## config.mk

```make
export PLATFORM = sky130hd
export DESIGN_NAME = whole_word_match_counter_top
export DESIGN_NICKNAME = d
export VERILOG_FILES = /design/src/hdl/wwmc_pkg.sv /design/src/hdl/wwmc_scan.sv /design/src/hdl/wwmc_fifo.sv /design/src/hdl/whole_word_match_counter_top.sv
export SDC_FILE = /design/constraint.sdc
export NUM_CORES = 2
export LEC_CHECK = 0
export ABC_CLOCK_PERIOD_IN_PS = 12100
export BUFFER_PORTS_ARGS = -buffer_cell sky130_fd_sc_hd__buf_2
export CAP_MARGIN = 25
export CORE_UTILIZATION = 60
export DETAILED_ROUTE_END_ITERATION = 8
export GPL_TIMING_DRIVEN = 0
export PLACE_DENSITY_LB_ADDON = 0.12
export SYNTH_ARGS = -nofsm -noshare
export SYNTH_HDL_FRONTEND = slang
export SYNTH_SLANG_ARGS = --single-unit
export TNS_END_PERCENT = 5
```

## constraint.sdc

```tcl
create_clock -name aclk -period 12.1 [get_ports aclk]
set_input_delay 0 -clock aclk [delete_from_list [all_inputs] [get_ports aclk]]
set_output_delay 0 -clock aclk [all_outputs]
set_load 0.01 [all_outputs]
```

## src/hdl/wwmc_pkg.sv

```systemverilog
// ----------------------------------------------------------------------------
// wwmc_pkg
// Shared types, codes and helpers for the whole-word match counter.
// ----------------------------------------------------------------------------
package wwmc_pkg;

    // input item kinds
    localparam logic KIND_TEXT = 1'b0;
    localparam logic KIND_END  = 1'b1;

    // result types
    localparam logic RES_MATCH   = 1'b0;
    localparam logic RES_SUMMARY = 1'b1;

    // configuration register indexes
    localparam logic [1:0] REG_PATTERN_LOW    = 2'd0;
    localparam logic [1:0] REG_PATTERN_HIGH   = 2'd1;
    localparam logic [1:0] REG_PATTERN_LENGTH = 2'd2;

    localparam int PAT_BYTES = 16;
    localparam int CFG_W     = 64;
    localparam int PLEN_W    = 5;
    localparam int WORD_W    = 9;
    localparam int LINE_W    = 32;
    localparam int LONG_W    = 10;
    localparam logic [LONG_W-1:0] LONG_MAX = '1;

    // result queue
    localparam int FIFO_DEPTH = 4;
    localparam int FIFO_PTR_W = 2;
    localparam int FIFO_CNT_W = 3;

    localparam logic [7:0] CH_BANG    = 8'h21;
    localparam logic [7:0] CH_SPACE   = 8'h20;
    localparam logic [7:0] CH_DOT     = 8'h2e;
    localparam logic [7:0] CH_QUEST   = 8'h3f;
    localparam logic [7:0] CH_SEMI    = 8'h3b;
    localparam logic [7:0] CH_QUOTE   = 8'h22;
    localparam logic [7:0] CH_COMMA   = 8'h2c;
    localparam logic [7:0] CH_NEWLINE = 8'h0a;

    typedef struct packed {
        logic [PAT_BYTES*8-1:0] pattern;
        logic [PLEN_W-1:0]      length;
    } cfg_t;

    typedef struct packed {
        logic              result_type;
        logic [LINE_W-1:0] line_number;
        logic [WORD_W-1:0] word_number;
        logic [LONG_W-1:0] longest_length;
        logic [LINE_W-1:0] line_count;
        logic [LINE_W-1:0] match_count;
        logic              last;
    } result_t;

    function automatic logic is_delim(input logic [7:0] b);
        return b == CH_BANG || b == CH_SPACE || b == CH_DOT || b == CH_QUEST ||
               b == CH_SEMI || b == CH_QUOTE || b == CH_COMMA || b == CH_NEWLINE;
    endfunction

    function automatic logic [LINE_W-1:0] sat_inc32(input logic [LINE_W-1:0] v);
        return (v == '1) ? v : v + 1'b1;
    endfunction

    function automatic logic [WORD_W-1:0] sat_inc_word(input logic [WORD_W-1:0] v);
        return (v == '1) ? v : v + 1'b1;
    endfunction

endpackage

```

## src/hdl/wwmc_scan.sv

```systemverilog
// ----------------------------------------------------------------------------
// wwmc_scan
// Token and line tracker: updates stream state for one item per cycle while
// accept is high and produces up to two result items for the queue.
// ----------------------------------------------------------------------------
module wwmc_scan #(
    parameter int LINE_LIMIT  = 1023,
    parameter int MAX_PATTERN = 16
) (
    input  logic              aclk,
    input  logic              aresetn,
    input  logic              accept,
    input  logic              kind,
    input  logic [7:0]        text_byte,
    input  wwmc_pkg::cfg_t    cfg,
    output wwmc_pkg::result_t res0,
    output wwmc_pkg::result_t res1,
    output logic [1:0]        push_cnt
);

    localparam int LEN_W = $clog2(LINE_LIMIT + 1);
    localparam int POS_W = $clog2(MAX_PATTERN + 1);

    logic [LEN_W-1:0]            line_len_reg, line_len_next;
    logic [LEN_W-1:0]            longest_reg, longest_next;
    logic [wwmc_pkg::LINE_W-1:0] line_reg, line_next;
    logic [wwmc_pkg::LINE_W-1:0] matches_reg, matches_next;
    logic [wwmc_pkg::WORD_W-1:0] word_reg, word_next;
    logic                        inside_reg, inside_next;
    logic                        equal_reg, equal_next;
    logic [POS_W-1:0]            pos_reg, pos_next;

    logic [LEN_W-1:0]            len_inc;
    logic [LEN_W-1:0]            longest_f;
    logic [wwmc_pkg::LINE_W-1:0] lines_f, matches_f;
    logic [wwmc_pkg::WORD_W-1:0] word_f;
    logic [POS_W-1:0]            base_pos, pos_t;
    logic                        base_eq, eq_t, inside_pre;
    logic                        delim, end_line, fin, hit, has_line;
    logic [3:0]                  byte_idx;
    logic [7:0]                  pat_byte;
    wwmc_pkg::result_t           match_res, summary_res;

    function automatic logic match_ok(input logic [POS_W-1:0] pos, input logic eq,
                                      input logic [wwmc_pkg::PLEN_W-1:0] plen);
        return eq && plen != '0 && plen <= wwmc_pkg::PLEN_W'(MAX_PATTERN) &&
               wwmc_pkg::PLEN_W'(pos) == plen;
    endfunction

    always_comb begin
        // token state after this byte, before any token close
        len_inc  = line_len_reg + 1'b1;
        delim    = wwmc_pkg::is_delim(text_byte);
        base_pos = inside_reg ? pos_reg : '0;
        base_eq  = inside_reg ? equal_reg : 1'b1;
        byte_idx = 4'(base_pos);
        pat_byte = cfg.pattern[{byte_idx, 3'b000} +: 8];
        if (delim) begin
            inside_pre = inside_reg;
            pos_t      = pos_reg;
            eq_t       = equal_reg;
        end else begin
            inside_pre = 1'b1;
            pos_t      = base_pos;
            eq_t       = base_eq;
            if (base_eq) begin
                if (wwmc_pkg::PLEN_W'(base_pos) < cfg.length &&
                    32'(base_pos) < MAX_PATTERN && text_byte == pat_byte) begin
                    pos_t = base_pos + 1'b1;
                end else begin
                    eq_t = 1'b0;
                end
            end
        end
        end_line = text_byte == wwmc_pkg::CH_NEWLINE || len_inc >= LEN_W'(LINE_LIMIT);
        has_line = line_len_reg != '0;

        if (kind == wwmc_pkg::KIND_END) begin
            fin = has_line && inside_reg;
            hit = fin && match_ok(pos_reg, equal_reg, cfg.length);
        end else begin
            fin = inside_pre && (delim || end_line);
            hit = fin && match_ok(pos_t, eq_t, cfg.length);
        end

        word_f    = fin ? wwmc_pkg::sat_inc_word(word_reg) : word_reg;
        matches_f = hit ? wwmc_pkg::sat_inc32(matches_reg) : matches_reg;
        if (kind == wwmc_pkg::KIND_END) begin
            lines_f   = has_line ? wwmc_pkg::sat_inc32(line_reg) : line_reg;
            longest_f = (has_line && line_len_reg > longest_reg) ? line_len_reg : longest_reg;
        end else begin
            lines_f   = end_line ? wwmc_pkg::sat_inc32(line_reg) : line_reg;
            longest_f = (end_line && len_inc > longest_reg) ? len_inc : longest_reg;
        end

        match_res                = '0;
        match_res.result_type    = wwmc_pkg::RES_MATCH;
        match_res.line_number    = line_reg;
        match_res.word_number    = word_reg;
        match_res.last           = kind == wwmc_pkg::KIND_TEXT;

        summary_res              = '0;
        summary_res.result_type  = wwmc_pkg::RES_SUMMARY;
        summary_res.line_count   = lines_f;
        summary_res.match_count  = matches_f;
        summary_res.last         = 1'b1;
        if (32'(longest_f) > 32'(wwmc_pkg::LONG_MAX)) begin
            summary_res.longest_length = wwmc_pkg::LONG_MAX;
        end else begin
            summary_res.longest_length = wwmc_pkg::LONG_W'(longest_f);
        end

        res0     = match_res;
        res1     = summary_res;
        push_cnt = 2'd0;
        if (accept) begin
            if (kind == wwmc_pkg::KIND_END) begin
                if (hit) begin
                    push_cnt = 2'd2;
                end else begin
                    res0     = summary_res;
                    push_cnt = 2'd1;
                end
            end else if (hit) begin
                push_cnt = 2'd1;
            end
        end

        line_len_next = line_len_reg;
        longest_next  = longest_reg;
        line_next     = line_reg;
        matches_next  = matches_reg;
        word_next     = word_reg;
        inside_next   = inside_reg;
        equal_next    = equal_reg;
        pos_next      = pos_reg;
        if (accept) begin
            if (kind == wwmc_pkg::KIND_END) begin
                // stream closes, back to the reset state
                line_len_next = '0;
                longest_next  = '0;
                line_next     = '0;
                matches_next  = '0;
                word_next     = '0;
                inside_next   = 1'b0;
                equal_next    = 1'b1;
                pos_next      = '0;
            end else begin
                line_len_next = end_line ? '0 : len_inc;
                longest_next  = longest_f;
                line_next     = lines_f;
                matches_next  = matches_f;
                word_next     = end_line ? '0 : word_f;
                inside_next   = inside_pre && !fin;
                equal_next    = eq_t;
                pos_next      = pos_t;
            end
        end
    end

    always_ff @(posedge aclk) begin
        if (!aresetn) begin
            line_len_reg <= '0;
            longest_reg  <= '0;
            line_reg     <= '0;
            matches_reg  <= '0;
            word_reg     <= '0;
            inside_reg   <= 1'b0;
            equal_reg    <= 1'b1;
            pos_reg      <= '0;
        end else begin
            line_len_reg <= line_len_next;
            longest_reg  <= longest_next;
            line_reg     <= line_next;
            matches_reg  <= matches_next;
            word_reg     <= word_next;
            inside_reg   <= inside_next;
            equal_reg    <= equal_next;
            pos_reg      <= pos_next;
        end
    end

endmodule

```

## src/hdl/wwmc_fifo.sv

```systemverilog
// ----------------------------------------------------------------------------
// wwmc_fifo
// Four-entry result queue taking up to two items per cycle and giving one.
// ----------------------------------------------------------------------------
module wwmc_fifo (
    input  logic              aclk,
    input  logic              aresetn,
    input  logic [1:0]        push_cnt,
    input  wwmc_pkg::result_t in0,
    input  wwmc_pkg::result_t in1,
    output logic              room,
    output wwmc_pkg::result_t out_item,
    output logic              out_valid,
    input  logic              out_ready
);

    wwmc_pkg::result_t                entry_reg [wwmc_pkg::FIFO_DEPTH];
    logic [wwmc_pkg::FIFO_PTR_W-1:0] wptr_reg, wptr_next, rptr_reg, rptr_next, wptr_1;
    logic [wwmc_pkg::FIFO_CNT_W-1:0] count_reg, count_next, count_after_pop;
    logic                             pop;

    always_comb begin
        pop             = out_valid && out_ready;
        count_after_pop = count_reg - wwmc_pkg::FIFO_CNT_W'(pop);
        // room for the two results an end item can give
        room            = count_after_pop <= wwmc_pkg::FIFO_CNT_W'(wwmc_pkg::FIFO_DEPTH - 2);
        count_next      = count_after_pop + wwmc_pkg::FIFO_CNT_W'(push_cnt);
        wptr_1          = wptr_reg + 1'b1;
        wptr_next       = wptr_reg + wwmc_pkg::FIFO_PTR_W'(push_cnt);
        rptr_next       = rptr_reg + wwmc_pkg::FIFO_PTR_W'(pop);
        out_valid       = count_reg != '0;
        out_item        = entry_reg[rptr_reg];
    end

    always_ff @(posedge aclk) begin
        if (!aresetn) begin
            wptr_reg  <= '0;
            rptr_reg  <= '0;
            count_reg <= '0;
        end else begin
            wptr_reg  <= wptr_next;
            rptr_reg  <= rptr_next;
            count_reg <= count_next;
        end
    end

    always_ff @(posedge aclk) begin
        if (push_cnt != 2'd0) begin
            entry_reg[wptr_reg] <= in0;
        end
        if (push_cnt == 2'd2) begin
            entry_reg[wptr_1] <= in1;
        end
    end

endmodule

```

## src/hdl/whole_word_match_counter_top.sv

```systemverilog
// ----------------------------------------------------------------------------
// whole_word_match_counter_top
// Whole-word pattern search over a byte stream with line and match counting.
// ----------------------------------------------------------------------------
// One text byte or end item is taken every clock while s_ready is high; the
// token and line state updates in the cycle the item is accepted and its
// results (at most one for a text byte, one or two for an end item) enter a
// four-entry result queue whose registered entries and count drive m_valid.
// s_ready drops only while that queue could not hold two more results, when
// the result side stalls or two-result end items outpace its drain. The user
// must write pattern registers through the cfg port while idle; unchecked.
module whole_word_match_counter_top #(
    parameter int LINE_LIMIT  = 1023,
    parameter int MAX_PATTERN = 16
) (
    input  logic                          aclk,
    input  logic                          aresetn,
    input  logic                          cfg_wr_en,
    input  logic [1:0]                    cfg_index,
    input  logic [wwmc_pkg::CFG_W-1:0]    cfg_data,
    input  logic                          s_valid,
    output logic                          s_ready,
    input  logic                          s_kind,
    input  logic [7:0]                    s_text_byte,
    output logic                          m_valid,
    input  logic                          m_ready,
    output logic                          m_result_type,
    output logic [wwmc_pkg::LINE_W-1:0]   m_line_number,
    output logic [wwmc_pkg::WORD_W-1:0]   m_word_number,
    output logic [wwmc_pkg::LONG_W-1:0]   m_longest_length,
    output logic [wwmc_pkg::LINE_W-1:0]   m_line_count,
    output logic [wwmc_pkg::LINE_W-1:0]   m_match_count,
    output logic                          m_last
);

    logic [wwmc_pkg::CFG_W-1:0]  pat_low_reg, pat_high_reg;
    logic [wwmc_pkg::PLEN_W-1:0] pat_len_reg;
    wwmc_pkg::cfg_t              cfg;
    wwmc_pkg::result_t           res0, res1, head;
    logic [1:0]                  push_cnt;
    logic                        accept;

    always_ff @(posedge aclk) begin
        if (!aresetn) begin
            pat_low_reg  <= '0;
            pat_high_reg <= '0;
            pat_len_reg  <= '0;
        end else if (cfg_wr_en) begin
            unique case (cfg_index)
                wwmc_pkg::REG_PATTERN_LOW:    pat_low_reg  <= cfg_data;
                wwmc_pkg::REG_PATTERN_HIGH:   pat_high_reg <= cfg_data;
                wwmc_pkg::REG_PATTERN_LENGTH: pat_len_reg  <= cfg_data[wwmc_pkg::PLEN_W-1:0];
                default: ;
            endcase
        end
    end

    assign cfg.pattern = {pat_high_reg, pat_low_reg};
    assign cfg.length  = pat_len_reg;
    assign accept      = s_valid && s_ready;

    wwmc_scan #(
        .LINE_LIMIT  (LINE_LIMIT),
        .MAX_PATTERN (MAX_PATTERN)
    ) u_scan (
        .aclk      (aclk),
        .aresetn   (aresetn),
        .accept    (accept),
        .kind      (s_kind),
        .text_byte (s_text_byte),
        .cfg       (cfg),
        .res0      (res0),
        .res1      (res1),
        .push_cnt  (push_cnt)
    );

    wwmc_fifo u_fifo (
        .aclk      (aclk),
        .aresetn   (aresetn),
        .push_cnt  (push_cnt),
        .in0       (res0),
        .in1       (res1),
        .room      (s_ready),
        .out_item  (head),
        .out_valid (m_valid),
        .out_ready (m_ready)
    );

    assign m_result_type    = head.result_type;
    assign m_line_number    = head.line_number;
    assign m_word_number    = head.word_number;
    assign m_longest_length = head.longest_length;
    assign m_line_count     = head.line_count;
    assign m_match_count    = head.match_count;
    assign m_last           = head.last;

endmodule

```

# Word level (Yosys, flattened, before mapping)

Memories as Yosys holds them, arrays and structs flattened. A register that Yosys moved wholly into a read port is not among the register bits.
Index checks and enable logic that the tools add are counted.

Input port bits: 80
Register bits after elaboration: 240
Output and inout port bits: 119
Memories kept: 1
Logic and storage cells: 133
Memory bits (writable): 468

Muxes and demuxes: 44
Shift-type cells: 1
$add $sub $neg: 10
Reductions and logical operators: 37
Bitwise logic cells: 1
Magnitude comparators: 7
Equality and inequality tests: 18

Memory list:

| name             | words | bits a word | rd ports | clocked after memory_dff | write ports | RTL line        | RTL |
|---|---|---|---|---|---|---|---|
| u_fifo.entry_reg | 4     | 117         | 1        | 1                        | 2           | wwmc_fifo.sv:17 | `wwmc_pkg::result_t entry_reg [wwmc_pkg::FIFO_DEPTH];` |

Operator list:

| kind                    | number |
|---|---|
| $mux W117               | 3 |
| $mux W32                | 8 |
| $shiftx A128 B8 Y8      | 1 |
| $add A32 B1 Y32 const B | 2 |
| $eq A32 B32 Y1 const B  | 2 |
| $mux W10                | 6 |
| $eq A8 B6 Y1 const B    | 7 |
| $mux W9                 | 4 |
| $mux W5                 | 5 |
| $gt A10 B10 Y1          | 2 |
| $logic_and A1 B1 Y1     | 17 |
| $mux W1                 | 14 |
| $add A10 B1 Y10 const B | 1 |
| $eq A5 B5 Y1            | 2 |
| $ge A10 B10 Y1 const B  | 1 |
| $reduce_bool A10 Y1     | 1 |
| $add A9 B1 Y9 const B   | 1 |
| $eq A9 B9 Y1 const B    | 1 |
| $logic_or A1 B1 Y1      | 9 |
| $eq A8 B4 Y1 const B    | 1 |
| $eq A8 B8 Y1            | 1 |
| $mux W2                 | 4 |
| $reduce_and A2 Y1       | 3 |
| $reduce_bool A3 Y1      | 2 |
| 19 further kinds        | 20 |

# Longest topological paths before layout

Depth after elaboration: 20
Gate-level depth with buffers: 28
Depth with buffers taken out: 21

# Cells and area by module

From an unflattened synthesis, not the netlist that was laid out.

Cells, all modules: 3159
Area, all modules: 38628.3 um^2

By module, submodules not included:

| module                       | cells each | instances | area an instance (um^2) |
|---|---|---|---|
| wwmc_fifo                    | 1174       | 1         | 23097.2 |
| wwmc_scan                    | 1482       | 1         | 10503.8 |
| whole_word_match_counter_top | 503        | 1         | 5027.3 |

# Worst setup path before layout

Ideal clock, no wire load.

Path type: register -> register
Start: register u_scan.pos_reg[0]
End: memory u_fifo.entry_reg[0][10] (netlist bit) (enable)
Setup time: 0.429 ns
Stages on the path, launching flop included: 22
Period minus slack after synthesis: 6.362 ns
Setup slack: 5.738 ns
Arrival time: 5.933 ns
Cells stage by stage: dfxtp_1 buf_6 buf_8 mux4_2 a32o_1 o31ai_2 xor2_1 nand4_1 or4_1 mux2_4 nand4_2 o21ai_2 buf_6 buf_6 buf_6 buf_2 ha_1 nor2_1 and3_1 clkbuf_1 nor2_1 inv_1

RTL lines:

| item                     | RTL line         | RTL |
|---|---|---|
| start: declaration       | wwmc_scan.sv:31  | `logic [POS_W-1:0] pos_reg, pos_next;` |
| start signal: assignment | wwmc_scan.sv:179 | `pos_reg <= pos_next;` |
| end: declaration         | wwmc_fifo.sv:17  |  |

==> summary by stage <==
Critical path
The critical path launch point type is a flop. The setup path with the least slack is of type reg2reg. The data arrival time of the worst path is 8.57 ns.

In this run the worst path has a maximum fanout of 11. STA puts the critical path data required time at approximately 12 ns. The worst setup path is captured at a flop.

STA
The time the final worst path needs with I/O delays and setup is 8.23 ns. The share of the clock period used by the worst path after layout is 68.0%. The least setup slack across all paths after layout is 3.87 ns. In this run the tightest slew margin relative to its limit is between 20% and 30%.

The number of endpoints with negative hold slack in the final report is 0. The clock arrives with between 0.03 and 0.04 ns of skew. The highest clock rate is between 100 and 150 MHz. The max-slew violation count was 0.

After routing, the total negative slack on setup checks comes to 0 ns. For the pin with the worst max-slew slack, the measured transition is between 1 and 1.5 ns. Setup repair after global routing left no endpoint under its margin.

The number of failing setup endpoints in the final timing report is 0.

Clock network
TritonCTS built the clock tree. Clock-pin slew was measured on the worst setup and hold paths at 0.06 ns. The H-tree was split into 3 levels. For this design, the sink count on the clock tree is roughly 710.

The cell sitting at the root of the clock tree is a sky130_fd_sc_hd__clkbuf_16. The clock insertion delay at the later pin of the skew report is around 0.63 ns. The number of buffers added by the clock tree synthesis step is 72. The number of gates resized after CTS is 0. In this run the deepest clock path goes through 3 buffers.

Global route
The remaining global-route overflow is 0. Global routing used about two fifths of the available tracks. The first-pass GRT wire length is about 180000 um. Entering global routing, the biggest net connects 60 pins. The number of global-route vias before repair came to slightly below 30000.

The number of antenna violations at the first check in global routing is 6.

Synth
The warning count from the yosys run is 0. Counting flops with a built-in enable in the synthesized netlist gives between 200 and 300. The number of storage elements in the synthesis netlist is between 700 and 800. The sequential fraction of the synthesis area is about half. The synthesized instance count is around 3600.

The most used flip-flop cell after synthesis is sky130_fd_sc_hd__dfxtp_1. Synthesis produced a netlist with a net count of 3770. Averaged over all synthesized cells, the footprint is roughly 9.5 um2. The count of different cell masters after synthesis is 94. For this run, asynchronously set or reset flops after synthesis account for 0%. The mapped netlist covers approximately 0.035 mm2.

Floorplan
The total I/O pin count is ~200. The x dimension of the die is between 200 and 250 um. The floorplan die area is 0.0587 mm2. Once the floorplan was initialized, standard cells occupied around three fifths of the core. The initialized floorplan defines between 80 and 90 standard-cell rows. From bottom edge to top edge, the die measures 242 um. The floorplan step defined a core boundary enclosing between 0.05 and 0.06 mm2.

Cells and area
The total of fill cells in the finished design is around 4400. The register with the most flip-flops in the layout has roughly 470 of them. Leaving out fill and tap cells, the most frequent cell in the layout is sky130_fd_sc_hd__nand2_1. Leaving out fill and tap cells, the most frequent cells in the layout are sky130_fd_sc_hd__nand2_1, sky130_fd_sc_hd__dfxtp_1, sky130_fd_sc_hd__o21ai_0. Summing all flip-flop and latch instances after layout gives between 0.015 and 0.02 mm2. In the final layout, the share of cells above drive strength 1 is 13.0%. Summing all multi-input logic gate instances after layout gives 0.0160 mm2. Compared with the post-synthesis result, the final layout area differs by 15.8%.

For this run, the post-layout net count is 4123.

Route
The vias per cell is between 6 and 7. In the final routed layout, each cell accounts on average for ~24 um. The iteration-0 DRC count of the detailed router is between 4000 and 5000. The post-detailed-routing wire length is 117000 um. The number of vias in the routed layout is 31600. The DRC violations left is 0. The length of the first detailed-routing pass in iterations is 7. Once detail routing completed, the nets flagged for antenna violations numbered 0.

Flow run
The number of maximum-capacitance violations is 0.

Placed design
The post-place setup slack is between 4 and 5 ns. The routability congestion estimate from global placement is 1.04. The estimated wirelength of the detail-placed design is roughly 80000 um. The count of buffers added on input and output ports is 198.

Power
VDD sags by at most around 0.00011 V. In this run the static leakage power is 13.6 nW. For this design the ratio of total power to cell area is between 150 and 200 mW/mm2.

Status
The flow ran to the end, and the final reports show no timing, DRC or antenna violations.

Hold path
In this run the worst hold path is classified as in2reg.
[per-layer routing]
| metal | vias to the layer above | global-route usage (%) | routed length, um |
|---|---|---|---|
| li1 | 14000 | - | - |
| met1 | 15000 | 53.3 | 44400 |
| met2 | 2156 | 59.6 | 52500 |
| met3 | 405 | 8.23 | 14300 |
| met4 | 2 | 18.7 | 5630 |
| met5 | - | 0 | 8 |
[cell usage after synthesis, types with 47 or more instances]
cell                       instances  area (um2)
sky130_fd_sc_hd__nand3_1          72         360
sky130_fd_sc_hd__nor3_1           47         235
sky130_fd_sc_hd__dfxtp_1         412        8250
sky130_fd_sc_hd__edfxtp_1        296        8890
sky130_fd_sc_hd__clkbuf_1        247         927
sky130_fd_sc_hd__nor2_1          269        1010
sky130_fd_sc_hd__o22ai_1          48         300
sky130_fd_sc_hd__or3_1            66         413
sky130_fd_sc_hd__o21ai_0         345        1730
sky130_fd_sc_hd__mux4_2          122        2750
sky130_fd_sc_hd__inv_1            56         210
sky130_fd_sc_hd__nand2_1         646        2420
sky130_fd_sc_hd__a31oi_1          77         482
sky130_fd_sc_hd__a21oi_1         322        1610
[area by class of cell]
cell class                 count  share of cell area [%]
inverter                      59                   0.577
timing repair buffer         279                    4.75
antenna                        5                  0.0312
clock buffer                  90                    4.94
tap                          756                    2.36
buffer                       305                    3.12
clock inverter                42                    1.54
multi-input combinational   2577                    39.9
sequential                   708                    42.7
[final timing paths]
path              depth (start not counted)                    start                 endpoint  slack [ns]
setup reg to reg                         25        u_scan.pos_reg[0]  u_fifo.entry_reg[3][39]        3.87
setup / recovery                         25        u_scan.pos_reg[0]  u_fifo.entry_reg[3][39]        3.87
hold / removal                            5             cfg_index[0]         pat_high_reg[45]        0.04
hold reg to reg                           2  u_fifo.entry_reg[3][99]  u_fifo.entry_reg[3][99]        0.45
[what timing repair did]
item / 4_1_cts / 5_1_grt
hold buffers: 67 / 0
endpoints found under the hold margin: 138 / 0
buffers inserted: 0 / 0
[through the flow]
stage                     cells  utilization [%]  cell area (um2)  hold WS [ns]  power [mW]
after floorplan            3649                -            34600         0.136        3.36
after global placement     4603             64.4            36600         0.254        3.80
after detailed placement   4613             64.8            36800         0.258        3.83
after CTS                  4812             70.6            40000       0.00615        6.25
after global routing       4821             70.7            40100        0.0480        6.46
final                      4821             70.7            40100        0.0415        6.30
[logic make-up after synthesis]
group                    after synthesis  share of synthesized area, %
flip-flops                           708                          49.5
adder cells (fa/ha/maj)               41                          1.50
buffers and inverters                364                          4.25
multiplexers                         172                          9.50
AND/OR/NAND/NOR                     1312                          17.1
AO/OA/AOI/OAI                       1001                          16.8
XOR/XNOR                              51                          1.29
[where the power goes]
| group | switching [mW] | leakage, nW | internal [mW] | total, mW |
|---|---|---|---|---|
| Sequential | 0.0400 | 6.39 | 2.58 | 2.62 |
| Clock | 0.991 | 1.27 | 1.47 | 2.46 |
| Combinational | 0.777 | 5.98 | 0.442 | 1.22 |
[worst max-delay path: stages, from the launching register on]
cell and delay [ns]:
sky130_fd_sc_hd__dfxtp_1 0.57, sky130_fd_sc_hd__buf_6 0.24, sky130_fd_sc_hd__buf_4 0.27, sky130_fd_sc_hd__mux2_2 0.42, sky130_fd_sc_hd__nand2_1 0.09, sky130_fd_sc_hd__o21ai_0 0.15
sky130_fd_sc_hd__a21oi_1 0.22, sky130_fd_sc_hd__mux2i_1 0.31, sky130_fd_sc_hd__nand4_1 0.26, sky130_fd_sc_hd__or4_1 0.60, sky130_fd_sc_hd__mux2_4 0.23, sky130_fd_sc_hd__nand4_2 0.10
sky130_fd_sc_hd__o21ai_2 0.24, sky130_fd_sc_hd__buf_6 0.20, sky130_fd_sc_hd__buf_6 0.18, sky130_fd_sc_hd__buf_6 0.17, sky130_fd_sc_hd__buf_2 0.32, sky130_fd_sc_hd__ha_1 0.35
sky130_fd_sc_hd__and3_1 0.22, sky130_fd_sc_hd__or2_2 0.33, sky130_fd_sc_hd__nand3_1 0.28, sky130_fd_sc_hd__clkbuf_1 0.55, sky130_fd_sc_hd__nor2_1 0.39, sky130_fd_sc_hd__nor2_1 0.63
sky130_fd_sc_hd__clkbuf_1 0.51, sky130_fd_sc_hd__nor2_1 0.11
Note: power is estimated with default switching activity, not from simulation.
